`config.mk`:
```
export PLATFORM = sky130hd
export DESIGN_NAME = bounded_lifo_stack_flat
export DESIGN_NICKNAME = d
export VERILOG_FILES = /design/src/rtl/bls_pkg.sv /design/src/rtl/bls_if.sv /design/src/rtl/bls_cell.sv /design/src/rtl/bounded_lifo_stack.sv /design/src/flat_wrapper.sv
export SDC_FILE = /design/constraint.sdc
export NUM_CORES = 1
export LEC_CHECK = 0
export ABC_CLOCK_PERIOD_IN_PS = 6500
export BUFFER_PORTS_ARGS = -buffer_cell sky130_fd_sc_hd__buf_2
export CAP_MARGIN = 30
export CORE_MARGIN = 5
export CORE_UTILIZATION = 50
export CTS_CLUSTER_SIZE = 20
export DETAILED_ROUTE_END_ITERATION = 7
export GPL_ROUTABILITY_DRIVEN = 1
export PLACE_DENSITY = 0.71
export SETUP_SLACK_MARGIN = 0.5
export SYNTH_ARGS = -nofsm -noshare
export SYNTH_HDL_FRONTEND = slang
export SYNTH_SLANG_ARGS = --single-unit
```
`constraint.sdc`:
```
create_clock -name clk -period 6.5 [get_ports clk]
set_input_delay 1.3 -clock clk [delete_from_list [all_inputs] [get_ports clk]]
set_output_delay 1.3 -clock clk [all_outputs]
set_load 0.05 [all_outputs]
```
`src/rtl/bls_pkg.sv`:
```
// ----------------------------------------------------------------------------
// bls_pkg
// shared types, codes and constants of the bounded lifo stack
// ----------------------------------------------------------------------------
package bls_pkg;

  localparam int DEPTH_DEF = 16;

  localparam int ACTION_W   = 3;
  localparam int WORD_W     = 32;
  localparam int POSITION_W = 5;
  localparam int STATUS_W   = 2;
  localparam int ENTRIES_W  = 5;
  localparam int CAP_W      = 5;

  localparam logic [CAP_W-1:0]  CAP_RESET = 5'd16;
  localparam logic [WORD_W-1:0] ERR_WORD  = 32'hFFFF_FFFF;

  typedef enum logic [ACTION_W-1:0] {
    ACT_PUSH   = 3'd0,
    ACT_POP    = 3'd1,
    ACT_PEEK   = 3'd2,
    ACT_TOP    = 3'd3,
    ACT_BOTTOM = 3'd4
  } action_t;

  typedef enum logic [STATUS_W-1:0] {
    ST_OK        = 2'd0,
    ST_OVERFLOW  = 2'd1,
    ST_UNDERFLOW = 2'd2,
    ST_BADPOS    = 2'd3
  } status_t;

  typedef enum logic {
    S_IDLE  = 1'b0,
    S_SWEEP = 1'b1
  } state_t;

  // per-cell control: store the broadcast word, or load own word into the read chain
  typedef struct packed {
    logic wr;
    logic sel;
  } cell_ctl_t;

endpackage

```
`src/rtl/bls_if.sv`:
```
// ----------------------------------------------------------------------------
// bls_req_if / bls_rsp_if
// valid/ready channels carrying stack requests and stack results
// ----------------------------------------------------------------------------
interface bls_req_if import bls_pkg::*; ();
  logic                         valid;
  logic                         ready;
  logic [ACTION_W-1:0]          action;
  logic signed [WORD_W-1:0]     value;
  logic [POSITION_W-1:0]        position;

  modport source (output valid, action, value, position, input ready);
  modport sink   (input valid, action, value, position, output ready);
endinterface

interface bls_rsp_if import bls_pkg::*; ();
  logic                         valid;
  logic                         ready;
  logic signed [WORD_W-1:0]     data;
  logic [STATUS_W-1:0]          status;
  logic                         is_full;
  logic                         is_empty;
  logic [ENTRIES_W-1:0]         entries;

  modport source (output valid, data, status, is_full, is_empty, entries, input ready);
  modport sink   (input valid, data, status, is_full, is_empty, entries, output ready);
endinterface

```
`src/rtl/bls_cell.sv`:
```
// ----------------------------------------------------------------------------
// bls_cell
// one stack entry plus one stage of the read chain toward cell 0 (the bottom cell)
// ----------------------------------------------------------------------------
module bls_cell import bls_pkg::*; (
  input  logic              clk,
  input  cell_ctl_t         ctl,
  input  logic [WORD_W-1:0] wdata,
  input  logic [WORD_W-1:0] pass_in,
  output logic [WORD_W-1:0] pass_out
);

  logic [WORD_W-1:0] word;

  always_ff @(posedge clk) begin
    if (ctl.wr) begin
      word <= wdata;
    end
    // selected cell drops its word into the chain, others forward the neighbor
    pass_out <= ctl.sel ? word : pass_in;
  end

endmodule

```
`src/rtl/bounded_lifo_stack.sv`:
```
// ----------------------------------------------------------------------------
// bounded_lifo_stack
// bounded lifo stack of signed 32-bit words built as a row of entry cells
// ----------------------------------------------------------------------------
// channel  dir  handshake      payload
// req      in   valid/ready    action, value, position
// rsp      out  valid/ready    data, status, is_full, is_empty, entries
// cfg      in   cfg_we         cfg_wdata (capacity)
//
// push, errors and unknown actions: result registered, valid in the cycle after the item is taken
// reads (pop, peek, top, bottom) of entry k (0 = bottom): the read chain moves
// the word one cell per cycle down to cell 0, whose output is registered as the result
// one item in flight; req.ready is low while a read travels the chain
// a waiting result stalls req only until rsp.ready takes it
// rst empties the stack and sets capacity to 16; stored words are not cleared
// ----------------------------------------------------------------------------
module bounded_lifo_stack import bls_pkg::*; #(
  parameter int DEPTH = DEPTH_DEF
) (
  input  logic              clk,
  input  logic              rst,
  input  logic              cfg_we,
  input  logic [CAP_W-1:0]  cfg_wdata,
  bls_req_if.sink           req,
  bls_rsp_if.source         rsp
);

  localparam int CW = $clog2(DEPTH + 1);
  localparam int IW = $clog2(DEPTH);
  localparam int EW = CW + CAP_W;

  localparam logic [EW-1:0] DEPTH_E = EW'(DEPTH);

  state_t            state, state_next;
  logic [CW-1:0]     count;
  logic [CAP_W-1:0]  capacity;
  logic [IW-1:0]     remaining;

  logic              rsp_valid;
  logic [WORD_W-1:0] rsp_data;
  status_t           rsp_status;
  logic              rsp_full;
  logic              rsp_empty;
  logic [ENTRIES_W-1:0] rsp_entries;

  logic              accept;
  logic              in_ready;
  logic              sweep_done;

  logic [EW-1:0]     cnt_e, cap_e, eff_cap, pos_e, cnt_next_e;
  logic [CW-1:0]     count_next;
  logic [EW-1:0]     rd_idx_e;
  logic              need_read, push_go;
  logic [WORD_W-1:0] step_data;
  status_t           step_status;

  cell_ctl_t         ctl  [DEPTH];
  logic [WORD_W-1:0] pass [DEPTH];

  // ---------------- step decode ----------------
  always_comb begin
    cnt_e = EW'(count);
    cap_e = EW'(capacity);
    pos_e = EW'(req.position);
    if (cap_e == '0) begin
      eff_cap = EW'(1);
    end else if (cap_e > DEPTH_E) begin
      eff_cap = DEPTH_E;
    end else begin
      eff_cap = cap_e;
    end

    count_next  = count;
    rd_idx_e    = '0;
    need_read   = 1'b0;
    push_go     = 1'b0;
    step_data   = '0;
    step_status = ST_OK;

    case (action_t'(req.action))
      ACT_PUSH: begin
        if (cnt_e >= eff_cap || cnt_e >= DEPTH_E) begin
          step_status = ST_OVERFLOW;
          step_data   = ERR_WORD;
        end else begin
          push_go    = 1'b1;
          count_next = count + CW'(1);
        end
      end
      ACT_POP: begin
        if (count == '0) begin
          step_status = ST_UNDERFLOW;
          step_data   = ERR_WORD;
        end else begin
          need_read  = 1'b1;
          rd_idx_e   = cnt_e - EW'(1);
          count_next = count - CW'(1);
        end
      end
      ACT_PEEK: begin
        if (pos_e == '0 || pos_e > cnt_e) begin
          step_status = ST_BADPOS;
          step_data   = ERR_WORD;
        end else begin
          need_read = 1'b1;
          rd_idx_e  = cnt_e - pos_e;
        end
      end
      ACT_TOP, ACT_BOTTOM: begin
        if (count == '0) begin
          step_status = ST_UNDERFLOW;
          step_data   = ERR_WORD;
        end else begin
          need_read = 1'b1;
          rd_idx_e  = (action_t'(req.action) == ACT_TOP) ? cnt_e - EW'(1) : '0;
        end
      end
      default: begin
      end
    endcase

    cnt_next_e = EW'(count_next);
  end

  // ---------------- control fsm ----------------
  always_comb begin
    state_next = state;
    case (state)
      S_IDLE: begin
        if (accept && need_read) begin
          state_next = S_SWEEP;
        end
      end
      S_SWEEP: begin
        if (remaining == '0) begin
          state_next = S_IDLE;
        end
      end
      default: begin
        state_next = S_IDLE;
      end
    endcase
  end

  always_comb begin
    in_ready   = 1'b0;
    sweep_done = 1'b0;
    case (state)
      S_IDLE: begin
        in_ready = !rsp_valid || rsp.ready;
      end
      S_SWEEP: begin
        sweep_done = (remaining == '0);
      end
      default: begin
      end
    endcase
  end

  assign accept    = req.valid && in_ready;
  assign req.ready = in_ready;

  always_ff @(posedge clk) begin
    if (rst) begin
      state     <= S_IDLE;
      count     <= '0;
      capacity  <= CAP_RESET;
      rsp_valid <= 1'b0;
    end else begin
      state <= state_next;
      if (cfg_we) begin
        capacity <= cfg_wdata;
      end
      if (accept) begin
        count     <= count_next;
        rsp_valid <= !need_read;
      end else if (sweep_done) begin
        rsp_valid <= 1'b1;
      end else if (rsp.ready) begin
        rsp_valid <= 1'b0;
      end
    end
  end

  // result fields are set when the item is taken; read data lands after the sweep
  always_ff @(posedge clk) begin
    if (accept) begin
      rsp_data    <= step_data;
      rsp_status  <= step_status;
      rsp_full    <= (cnt_next_e >= eff_cap);
      rsp_empty   <= (count_next == '0);
      rsp_entries <= cnt_next_e[ENTRIES_W-1:0];
      remaining   <= rd_idx_e[IW-1:0];
    end else if (state == S_SWEEP) begin
      if (sweep_done) begin
        rsp_data <= pass[0];
      end else begin
        remaining <= remaining - IW'(1);
      end
    end
  end

  // ---------------- cell row ----------------
  genvar gi;
  generate
    for (gi = 0; gi < DEPTH; gi++) begin : g_cell
      logic [WORD_W-1:0] pass_in;

      assign ctl[gi].wr  = accept && push_go && (count[IW-1:0] == IW'(gi));
      assign ctl[gi].sel = accept && need_read && (rd_idx_e[IW-1:0] == IW'(gi));

      if (gi == DEPTH - 1) begin : g_last
        assign pass_in = '0;
      end else begin : g_mid
        assign pass_in = pass[gi+1];
      end

      bls_cell u_cell (
        .clk      (clk),
        .ctl      (ctl[gi]),
        .wdata    (req.value),
        .pass_in  (pass_in),
        .pass_out (pass[gi])
      );
    end
  endgenerate

  assign rsp.valid    = rsp_valid;
  assign rsp.data     = rsp_data;
  assign rsp.status   = rsp_status;
  assign rsp.is_full  = rsp_full;
  assign rsp.is_empty = rsp_empty;
  assign rsp.entries  = rsp_entries;

endmodule
```
`src/flat_wrapper.sv`:
```
// flat-port wrapper written by rule: the top's interface ports become plain ports
module bounded_lifo_stack_flat import bls_pkg::*;
#(
  parameter int DEPTH = DEPTH_DEF
)
  (clk, rst, cfg_we, cfg_wdata, req_valid, req_action, req_value, req_position, req_ready, rsp_valid, rsp_data, rsp_status, rsp_is_full, rsp_is_empty, rsp_entries, rsp_ready);
  bls_req_if req_i ();
  bls_rsp_if rsp_i ();
  input  logic clk;
  input  logic rst;
  input  logic cfg_we;
  input  logic [CAP_W-1:0] cfg_wdata;
  input wire logic [$bits(req_i.valid)-1:0] req_valid;
  input wire logic [$bits(req_i.action)-1:0] req_action;
  input wire logic [$bits(req_i.value)-1:0] req_value;
  input wire logic [$bits(req_i.position)-1:0] req_position;
  output wire logic [$bits(req_i.ready)-1:0] req_ready;
  output wire logic [$bits(rsp_i.valid)-1:0] rsp_valid;
  output wire logic [$bits(rsp_i.data)-1:0] rsp_data;
  output wire logic [$bits(rsp_i.status)-1:0] rsp_status;
  output wire logic [$bits(rsp_i.is_full)-1:0] rsp_is_full;
  output wire logic [$bits(rsp_i.is_empty)-1:0] rsp_is_empty;
  output wire logic [$bits(rsp_i.entries)-1:0] rsp_entries;
  input wire logic [$bits(rsp_i.ready)-1:0] rsp_ready;
  assign req_i.valid = req_valid;
  assign req_i.action = req_action;
  assign req_i.value = req_value;
  assign req_i.position = req_position;
  assign req_ready = req_i.ready;
  assign rsp_valid = rsp_i.valid;
  assign rsp_data = rsp_i.data;
  assign rsp_status = rsp_i.status;
  assign rsp_is_full = rsp_i.is_full;
  assign rsp_is_empty = rsp_i.is_empty;
  assign rsp_entries = rsp_i.entries;
  assign rsp_i.ready = rsp_ready;
  bounded_lifo_stack #(.DEPTH(DEPTH)) u_core (.clk(clk), .rst(rst), .cfg_we(cfg_we), .cfg_wdata(cfg_wdata), .req(req_i), .rsp(rsp_i));
endmodule
```
### Word level (Yosys, flattened, before mapping)

Index checks and enable logic that the tools add are counted.

| storage, ports and cells | value |
|---|---|
| memories kept | 0 |
| word-level logic and storage cells | 195 |
| memory bits (read-only) | 0 |
| bits in latches | 0 |
| memory bits (writable) | 0 |
| flip-flop bits (word level) | 1081 |

| cells by class | value |
|---|---|
| divide/modulo/power cells | 0 |
| bitwise gates (word level) | 1 |
| magnitude comparators | 5 |
| reduce and logical (&&, ||, !) cells | 55 |
| muxes and demuxes | 52 |
| multiply operators | 0 |
| shifts and indexed selects | 0 |
| equality and inequality tests | 35 |
| add/sub/neg operators | 5 |

Operator list:

| kind | number |
|---|---|
| $mux 32 | 21 |
| $pmux 32 s3 | 1 |
| $eq 4x4->1 const B | 16 |
| $logic_and 1x1->1 | 35 |
| $eq 4x3->1 const B | 8 |
| $mux 4 | 7 |
| $logic_not 5->1 | 4 |
| $mux 5 | 4 |
| $eq 4x2->1 const B | 4 |
| $logic_not 4->1 | 3 |
| $mux 1 | 12 |
| $pmux 4 s3 | 1 |
| $ge 5x5->1 | 2 |
| $pmux 5 s2 | 1 |
| $eq 4x1->1 const B | 2 |
| $sub 4x1->4 const B | 2 |
| $eq 3x2->1 const B | 2 |
| $pmux 2 s3 | 1 |
| $add 5x1->5 const B | 1 |
| $ge 5x5->1 const B | 1 |
| $gt 5x5->1 | 1 |
| $gt 5x5->1 const B | 1 |
| $sub 5x1->5 const B | 1 |
| $mux 2 | 2 |
| 14 further kinds | 20 |

### Longest topological paths before layout

Gate-level depths: netlist (run 1).

| depth | value |
|---|---|
| depth in word-level cells | 9 |
| mapped depth | 17 |
| mapped depth without buffers | 16 |

### Cells and area by module

From an unflattened synthesis (run 1), not the netlist that was laid out.

| second synthesis, totals | value |
|---|---|
| cells, all modules | 1959 |
| area total of the unflattened synthesis | 37810.0 um^2 |

By module, submodules not included:

| module | sequential area each (um^2) | cells each | area each (um^2) | instances |
|---|---|---|---|---|
| bls_cell | 1601.5 | 100 | 2145.8 | 16 |
| bounded_lifo_stack | 1591.5 | 359 | 3477.1 | 1 |

### Least setup slack after synthesis (run 1)

No wires, ideal clock.

| path | value |
|---|---|
| kind | in2reg |
| start point | input port rsp_ready |
| end point | register u_core.g_cell[1].u_cell.word[0] (enable) |
| library setup time | 0.461 ns |
| setup slack | 0.456 ns |
| arrival | 5.583 ns |
| stages on the path | 8 |
| cells stage by stage | nand2b_1 > nor2b_1 > nand2_1 > inv_1 > clkbuf_1 > buf_1 > nand4_1 > nor3_1 |

RTL lines:

| what | RTL line | text |
|---|---|---|
| from (decl) | flat_wrapper.sv:24 | `input wire logic [$bits(rsp_i.ready)-1:0] rsp_ready;` |
| to (signal assigned) | bls_cell.sv:17 | `word <= wdata;` |
| to (decl) | bls_cell.sv:13 | `logic [WORD_W-1:0] word;` |

### Worst setup path in the final report (run 1)

| path | value |
|---|---|
| start point | register u_core.count[3] |
| end point | register u_core.g_cell[11].u_cell.pass_out[11] |

| on the way | value |
|---|---|
| word-level cells in the longest chain between the ends | 7 |
| elaborated cells between the ends (all ways) | 17 |

Ends and longest elaborated chain:

| what | RTL line | text |
|---|---|---|
| from (decl) | bounded_lifo_stack.sv:35 | `logic [CW-1:0] count;` |
| from (signal assigned) | bounded_lifo_stack.sv:175 | `count <= count_next;` |
| $sub 4x1->4 / $gt 5x5->1 (equally long branches) | bounded_lifo_stack.sv:96, bounded_lifo_stack.sv:115, bounded_lifo_stack.sv:101 |  |
| $mux 4 / $logic_or 1x1->1 (equally long branches) | bounded_lifo_stack.sv:115, bounded_lifo_stack.sv:101 |  |
| $mux 4, or another cell as far along | bounded_lifo_stack.sv:110 | `if (count == '0) begin` |
| $pmux 4 s3 / $pmux 1 s2 (equally long branches) | bounded_lifo_stack.sv:80 | `case (action_t'(req.action))` |
| $eq 4x4->1 / $logic_and 1x1->1 (equally long branches) | bounded_lifo_stack.sv:210 | `assign ctl[gi].sel = accept && need_read && (rd_idx_e[IW-1:0] == IW'(gi));` |
| $logic_and 1x1->1 * | bounded_lifo_stack.sv:210 |  |
| $mux 32 * | bls_cell.sv:20 | `pass_out <= ctl.sel ? word : pass_in;` |
| to (signal assigned) | bls_cell.sv:20 |  |
| to (decl) | bls_cell.sv:10 | `output logic [WORD_W-1:0] pass_out` |

Every way passes the cells marked *; elsewhere a longest branch is shown, timed or not.
A chain may end at the register's enable or synchronous reset.

==> run_results.csv, run 1 <==
group,metric,value,unit
pwr,p_leak,0.01547,µW
yosys,synth_nets,2032,
route,m1WireLength,26330,µm
route,num_vias,15740,
critical_path,arrival,5.18,ns
critical_path,crit_slowest_cell,"o31ai_1",
global_route,grt_usage,15.39,%
timing,drv_slew,0,
die,start_util,50.33,%
timing,slew_headroom,32.79,%
yosys,ys_ff_latch,1081,
clock_tree,holdBufCountCts,0,
global_route,grt_pass1_wl,93380,µm
pwr,pwr_density_cell,343.8,nW/µm²
die,die_h,275.5,µm
clock_tree,h-tree-depth,3,
global_route,grt_remaining_overflow,0,
pwr,power_switching,2871,µW
timing,fmax,0.2142,GHz
pwr,power,13910,µW
yosys,synth_area,35240,µm²
critical_path,max_stage_delay,0.91,ns
yosys,ys_warn_count,0,
flow_run,cap_violations,0,
critical_path,critPathTopFamily,"compound AO/OA/AOI/OAI gates",
min_path,min_path_type,"reg -> reg",
clock_tree,postCtsSetupBuffers,0,
route,wl_per_cell,18.26,µm
critical_path,crit_path_max_fanout,32,
critical_path,start_kind,"flip-flop",
timing,finalHoldViolCount,0,
timing,rsz0062_at_grt,"no",
critical_path,critPathRequiredTime,7.01,ns
die,dieArea,75900,µm²
route,first_pass_iters,5,
critical_path,cp-end-kind,"flip-flop",
clock_tree,cts.sinks,1081,
route,met3_length,2433,µm
finish,drive_gt1_share,34.20,%
pwr,p_int,11040,µW
route,top_layer_used,"met4",
global_route,antenna_found_initial,2,
finish,finalNetCount,2192,
yosys,yosys_most_used_dff,"edfxtp_1",
yosys,ys_types,63,
timing,worstMarginPinSlew,0.9996,ns
die,core.rowCount,97,
global_route,grt_max_degree,46,
critical_path,path_class,"reg -> reg",
placement,hpwl,36420,µm
timing,fin_crit_sh,71.83,%
clock_tree,cts-root-buf,"clkbuf_16",
placement,io_buffers,92,
yosys,syn_area_per_cell,18.02,µm²
route,drtIter0Drc,919,
timing,setup_viol,0,
die,coreArea,70030,µm²
clock_tree,clkTransAtPathRegs,0.06,ns
route,dr_wl_met2,27270,µm
route,avgViaCountPerCell,5.006,
die,io_pins,93,
timing,fin_setup_tns,0,ns
route,drt_drc_violations_left,0,
placement,gp_congestion,0.8867,
timing,skew,0.01980,ns
finish,syn_to_final_growth,14.80,%
clock_tree,cts.repair.resized,0,
pwr,pwr-share-comb,4.8,%
timing,min_period,4.669,ns
clock_tree,clockBufferDepth,3,
clock_tree,cts_tree,"yes",
pwr,sw_frac_of_total,20.64,%
pwr,power_frac_seq,53.0,%
status,status,"finished clean",
route,totalWireLength,57390,µm
yosys,syn_inst,1956,
clock_tree,cts_made_buffers,101,
yosys,synth_top_cell_by_area,"edfxtp_1",
yosys,async_flop_share,0,%
route,ant_nets,0,
critical_path,worstPathCellList,"inv_1 -> ha_1 -> a21o_1 -> a21oi_1 -> a32oi_1 -> o31ai_1 -> nand3_2 -> mux2_2",
die,die_w,275.5,µm
timing,holdWs,0.4211,ns
clock_tree,insertion_delay,0.63,ns
finish,post-route-util,57.78,%
yosys,ys_seq_area_share,77.22,%
yosys,synth_edf_count,557,
yosys,ys_top_cells_by_area,"edfxtp_1, dfxtp_1, mux2_2",
yosys,synth_top_area_share,47.46,%
pwr,pwr-share-clk,42.1,%
pwr,vdd_ir_drop_max,189.0,µV
critical_path,cp_num_buf_inv,1,
global_route,grt_pass1_vias,17020,
==> worst register-to-register path, cell delays in order, from the launching register on <==
cell and delay, ns:
dfxtp_1 0.78, inv_1 0.33, ha_1 0.40, a21o_1 0.18, a21oi_1 0.23, a32oi_1 0.21
o31ai_1 0.91, nand3_2 0.90, mux2_2 0.63
==> flip-flops by register name (all words and copies together), names as in the netlist, 2 cells and up <==
register                       cells
u_core.g_cell.u_cell.word        512
u_core.count                       5
u_core.rsp.data                   32
u_core.remaining                   4
u_core.g_cell.u_cell.pass_out    512
u_core.rsp.status                  2
u_core.capacity                    5
u_core.rsp.entries                 5
==> cells in the final DEF, fill, tap and decap left out, types with 5 or more instances in the layout <==
master,instances
buf_12,8
mux2_4,30
clkbuf_16,103
clkinv_2,15
nand2b_1,6
and3_1,5
nor2_4,11
o211ai_1,6
a21oi_1,13
edfxtp_1,557
mux2_1,40
clkbuf_1,29
nand3_1,9
buf_4,22
inv_1,22
and2_1,34
o21a_1,32
clkbuf_8,22
bufinv_16,8
mux2_2,410
buf_2,92
o21ai_0,13
nand4_1,7
ha_1,25
mux2i_1,7
a31oi_1,7
nor3_1,8
dfxtp_1,524
nor2_1,31
nand2_1,20
==> cell type report <==
type / instances / area (µm²)
fill: 5227 / 29570
inverter: 24 / 90.09
clock inverter: 35 / 424.2
multi-input combinational: 785 / 7749
clock buffer: 154 / 2989
timing repair buffer: 123 / 813.3
antenna: 1 / 2.502
tap: 940 / 1176
sequential: 1081 / 27220
==> layer usage <==
| metal | global-route usage [%] | vias up |
|---|---|---|
| met5 | 0 | - |
| met4 | 5.508 | 0 |
| met3 | 2.816 | 95 |
| met2 | 24.72 | 280 |
| met1 | 21.26 | 7844 |
| li1 | - | 7516 |
==> cell usage after synthesis (2+ instances only) <==
master     count
nor2_1        43
nand2_1       20
inv_1         23
ha_1          25
and2_1        34
clkbuf_1      16
xor2_1         4
a31oi_1        7
and3_1         5
dfxtp_1      524
nand2b_1       6
nor3_1        13
buf_6          6
nand4_1        7
a31o_2         3
o211ai_1       6
a32oi_1        3
or3_1          3
buf_1          2
mux2_1        40
nand3_1       12
nor2b_1        4
mux2_4        30
a21o_1         4
a2bb2oi_1      2
a21oi_1       13
o21a_1        32
xnor2_1        2
edfxtp_1     557
o31ai_1        3
a211oi_1       3
mux2_2       410
nor3b_2        3
o21ai_0       13
or4_1          3
mux2i_1        7
buf_2         42
==> path summary, 6_finish.rpt <==
kind	from	endpoint	slack (ns)	cells past startpoint
worst max-delay path	u_core.count[3]$_SDFFE_PP0P_	u_core.g_cell[11].u_cell.pass_out[11]$_DFF_P_	1.83	8
worst min-delay path	u_core.g_cell[1].u_cell.pass_out[7]$_DFF_P_	u_core.g_cell[0].u_cell.pass_out[7]$_DFF_P_	0.42	1
worst max register to register	u_core.count[3]$_SDFFE_PP0P_	u_core.g_cell[11].u_cell.pass_out[11]$_DFF_P_	1.83	8
worst min register to register	u_core.g_cell[1].u_cell.pass_out[7]$_DFF_P_	u_core.g_cell[0].u_cell.pass_out[7]$_DFF_P_	0.42	1
==> stage by stage <==
stage | setup slack [ns] | cells | instance area, µm²
floorplan | 0.7338 | 1956 | 35250
global placement | 1.576 | 2944 | 36860
detailed placement | 1.461 | 2950 | 36980
CTS | 1.905 | 3139 | 40400
global route | 1.568 | 3143 | 40460
finish | 1.831 | 3143 | 40460
==> power by group through the flow <==
stage | clock network [µW] | logic, µW | registers [µW]
4_1_cts | 6000 | 680 | 7380
3_5_place_dp | 0 | 674 | 7530
5_1_grt | 6320 | 733 | 7390
6_report | 5860 | 674 | 7380
3_3_place_gp | 0 | 658 | 7520
2_1_floorplan | 0 | 319 | 7650
==> cell families (layout without fill, tap and decap cells) <==
| kind of cell | count (synthesis) | after routing | synth area share, % |
|---|---|---|---|
| simple gates | 162 | 162 | 2.503 |
| xor+xnor | 6 | 6 | 0.1491 |
| other cells | 0 | 1 | 0 |
| flops | 1081 | 1081 | 77.22 |
| mux | 487 | 487 | 15.85 |
| compound gates | 104 | 104 | 2.091 |
| buf+inv | 90 | 336 | 1.235 |
| fa+ha+maj | 26 | 26 | 0.9443 |
No activity file was read; power rests on OpenSTA's default activity.
==> run 2: changes to the inputs <==
--- a/config.mk
+++ b/config.mk
@@ -5,7 +5,8 @@
 export SDC_FILE = /design/constraint.sdc
 export NUM_CORES = 1
 export LEC_CHECK = 0
-export ABC_CLOCK_PERIOD_IN_PS = 6500
+export ABC_AREA = 1
+export ABC_CLOCK_PERIOD_IN_PS = 3900
 export BUFFER_PORTS_ARGS = -buffer_cell sky130_fd_sc_hd__buf_2
 export CAP_MARGIN = 30
 export CORE_MARGIN = 5
@@ -13,7 +14,7 @@
 export CTS_CLUSTER_SIZE = 20
 export DETAILED_ROUTE_END_ITERATION = 7
 export GPL_ROUTABILITY_DRIVEN = 1
-export PLACE_DENSITY = 0.71
+export PLACE_DENSITY = 0.74
 export SETUP_SLACK_MARGIN = 0.5
 export SYNTH_ARGS = -nofsm -noshare
 export SYNTH_HDL_FRONTEND = slang
==> constraint.sdc (replaced) <==
create_clock -name clk -period 3.9 [get_ports clk]
set_input_delay 0.78 -clock clk [delete_from_list [all_inputs] [get_ports clk]]
set_output_delay 0.78 -clock clk [all_outputs]
set_load 0.05 [all_outputs]
==> run 2 against run 1 <==
Via count up 37%. Sequential power up 68%. Hold slack worse by 0.053 ns. Register-to-register slack worse by 1.1 ns. Largest cell class unchanged.
==> run_results.csv, run 2 <==
group,metric,value,unit
clock_tree,h-tree-depth,3,
global_route,grt_max_degree,65,
die,core.rowCount,99,
route,wl_per_cell,16.40,µm
yosys,synth_top_cell_by_area,"edfxtp_1",
critical_path,regToRegStartpoint,"u_core.count[0]$_SDFFE_PP0P_",
finish,diodes,0,
die,io_pins,93,
timing,rsz0062_at_grt,"yes",
critical_path,worstReg2RegEnd,"u_core.g_cell[12].u_cell.pass_out[9]$_DFF_P_",
global_route,antenna_found_initial,0,
pwr,pwr_density_cell,577.4,nW/µm²
global_route,grt_pass1_vias,21200,
clock_tree,cts-root-buf,"clkbuf_16",
yosys,synth.most_common_cell,"nand2_1",
clock_tree,insertion_delay,0.66,ns
critical_path,critPathRequiredTime,4.44,ns
timing,holdWs,0.3676,ns
route,drtIter0Drc,1493,
route,top_layer_used,"met4",
min_path,min_path_type,"in -> reg",
critical_path,path_class,"reg -> reg",
yosys,syn_inst,3142,
finish,finalNetCount,3306,
min_path,min_path_cells,3,
route,drt_drc_violations_left,0,
timing,slew_headroom,55.21,%
timing,finalHoldViolCount,0,
global_route,grt_pass1_wl,113300,µm
clock_tree,cts_tree,"yes",
yosys,ys_seq_area_share,74.34,%
die,start_util,50.27,%
critical_path,start_kind,"flip-flop",
critical_path,endpoint,"u_core.g_cell[12].u_cell.pass_out[9]$_DFF_P_",
flow_run,cap_violations,0,
route,first_pass_iters,5,
die,die_h,280.6,µm
critical_path,critPathTopFamily,"buffers and inverters",
die,dieArea,78730,µm²
route,dr_wl_met2,35030,µm
route,totalWireLength,70100,µm
timing,fin_crit_sh,81.85,%
clock_tree,cts.sinks,1081,
clock_tree,clockBufferDepth,3,
die,coreArea,72830,µm²
timing,min_period,3.192,ns
pwr,vdd_ir_drop_max,438.3,µV
placement,gp_congestion,0.8075,
status,status,"finished clean",
yosys,ys_warn_count,0,
route,m1WireLength,30580,µm
yosys,ys_top_cells_by_area,"edfxtp_1, dfxtp_1, nand2_1",
critical_path,cp-startpoint,"u_core.count[0]$_SDFFE_PP0P_",
critical_path,crit_path_max_fanout,32,
route,num_vias,21550,
route,ant_nets,0,
yosys,syn_area_per_cell,11.65,µm²
finish,drive_gt1_share,11.97,%
finish,syn_to_final_growth,13.58,%
finish,final_cell_mix,"nand2_1, edfxtp_1, dfxtp_1, nand3_1, nand4_1",
yosys,ys_ff_latch,1081,
yosys,synth_area,36610,µm²
critical_path,cp_num_buf_inv,3,
critical_path,ff2ff_path_depth,12,
critical_path,crit_slowest_cell,"dfxtp_2",
critical_path,worst-path-stages,12,
pwr,p_leak,0.01707,µW
timing,fin_setup_tns,0,ns
yosys,yosys_most_used_dff,"edfxtp_1",
timing,drv_slew,0,
critical_path,reg2reg_slack,0.71,ns
critical_path,worstPathCellList,"clkinvlp_4 -> ha_1 -> fa_1 -> xnor2_1 -> nand4_1 -> nand2_2 -> nand2_1 -> inv_2 -> nand3_1 -> buf_4 -> nand2_1 -> nand2_1",
clock_tree,clkTransAtPathRegs,0.06,ns
global_route,grt_remaining_overflow,0,
die,die_w,280.6,µm
timing,skew,0.01826,ns
finish,final_common_cell,"nand2_1",
clock_tree,cts_made_buffers,100,
finish,post-route-util,57.09,%
yosys,ys_types,33,
timing,worstMarginPinSlew,0.6703,ns
global_route,grt_usage,17.70,%
pwr,power,24010,µW
critical_path,arrival,3.73,ns
critical_path,cp-end-kind,"flip-flop",
yosys,synth_nets,3218,
timing,setup_viol,0,
yosys,synth_edf_count,557,
placement,io_buffers,92,
critical_path,crit_top_cell,"nand2_1",
yosys,synth_top_area_share,45.69,%
route,met3_length,2858,µm
yosys,ys_top_cells_by_count,"nand2_1, edfxtp_1, dfxtp_1, nand3_1, nand4_1",
timing,fmax,0.3133,GHz
yosys,async_flop_share,0,%
critical_path,max_stage_delay,0.43,ns
route,avgViaCountPerCell,5.040,
placement,hpwl,44070,µm
==> run 2: worst register-to-register path, stage by stage (launching register included) <==
cell	delay, ns
dfxtp_2	0.43
clkinvlp_4	0.22
ha_1	0.26
fa_1	0.39
xnor2_1	0.14
nand4_1	0.14
nand2_2	0.20
nand2_1	0.13
inv_2	0.41
nand3_1	0.24
buf_4	0.31
nand2_1	0.15
nand2_1	0.06
==> run 2: layout make-up <==
| cell class | count | area [µm²] |
|---|---|---|
| fill | 5762 | 31250 |
| inverter | 90 | 349.1 |
| clock inverter | 38 | 462.9 |
| multi-input combinational | 1785 | 8283 |
| tap | 959 | 1200 |
| clock buffer | 150 | 2933 |
| timing repair buffer | 172 | 1137 |
| sequential | 1081 | 27220 |
==> run 2: what timing repair did <==
item,in CTS,in global routing
resized for setup,0,16
buffers inserted,0,6
pin swaps,0,2
hold buffers,0,0
setup endpoints to repair,50,661
==> run 2: worst min path at each step <==
| stage | from | end | slack (ns) |
|---|---|---|---|
| final | cfg_wdata[1] | u_core.capacity[1]$_SDFFE_PP0P_ | 0.37 |
| after global placement | u_core.g_cell[14].u_cell.pass_out[14]$_DFF_P_ | u_core.g_cell[13].u_cell.pass_out[14]$_DFF_P_ | 0.40 |
| after detailed placement | u_core.g_cell[4].u_cell.pass_out[19]$_DFF_P_ | u_core.g_cell[3].u_cell.pass_out[19]$_DFF_P_ | 0.40 |
| after global routing | cfg_wdata[0] | u_core.capacity[0]$_SDFFE_PP0P_ | 0.36 |
| after floorplan | u_core.g_cell[1].u_cell.pass_out[0]$_DFF_P_ | u_core.g_cell[0].u_cell.pass_out[0]$_DFF_P_ | 0.40 |
| after CTS | cfg_wdata[1] | u_core.capacity[1]$_SDFFE_PP0P_ | 0.33 |
==> run 2: cell families after synthesis <==
kind of cell / Yosys count / share of synthesized area, %
buffers and inverters: 276 / 3.534
flip-flops: 1081 / 74.34
XOR/XNOR: 7 / 0.1675
AO/OA/AOI/OAI: 38 / 0.5810
adder cells (fa/ha/maj): 26 / 0.9091
AND/OR/NAND/NOR: 1714 / 20.47
==> run 2: power breakdown <==
part	leakage, µW	total [µW]	internal (µW)	switching, µW
Clock	0.00167	9790	5710	4090
Sequential	0.00928	12400	12300	101
Combinational	0.00612	1860	416	1440
Total	0.0171	24000	18400	5630
==> run 2: per-layer routing <==
layer  global-route usage [%]  vias to the layer above
met4                    5.060                        0
met2                    30.71                      441
li1                         -                    10840
met1                    23.20                    10140
met5                        0                        -
met3                    2.937                      123
==> run 2: metrics by stage <==
step / area (µm²) / worst slack [ns] / instances
2_1_floorplan: 36740 / 0.6504 / 3142
3_3_place_gp: 38090 / 0.4943 / 4081
3_5_place_dp: 38090 / 0.3736 / 4081
4_1_cts: 41490 / 0.4915 / 4269
5_1_grt: 41580 / 0.4608 / 4275
6_report: 41580 / 0.7077 / 4275
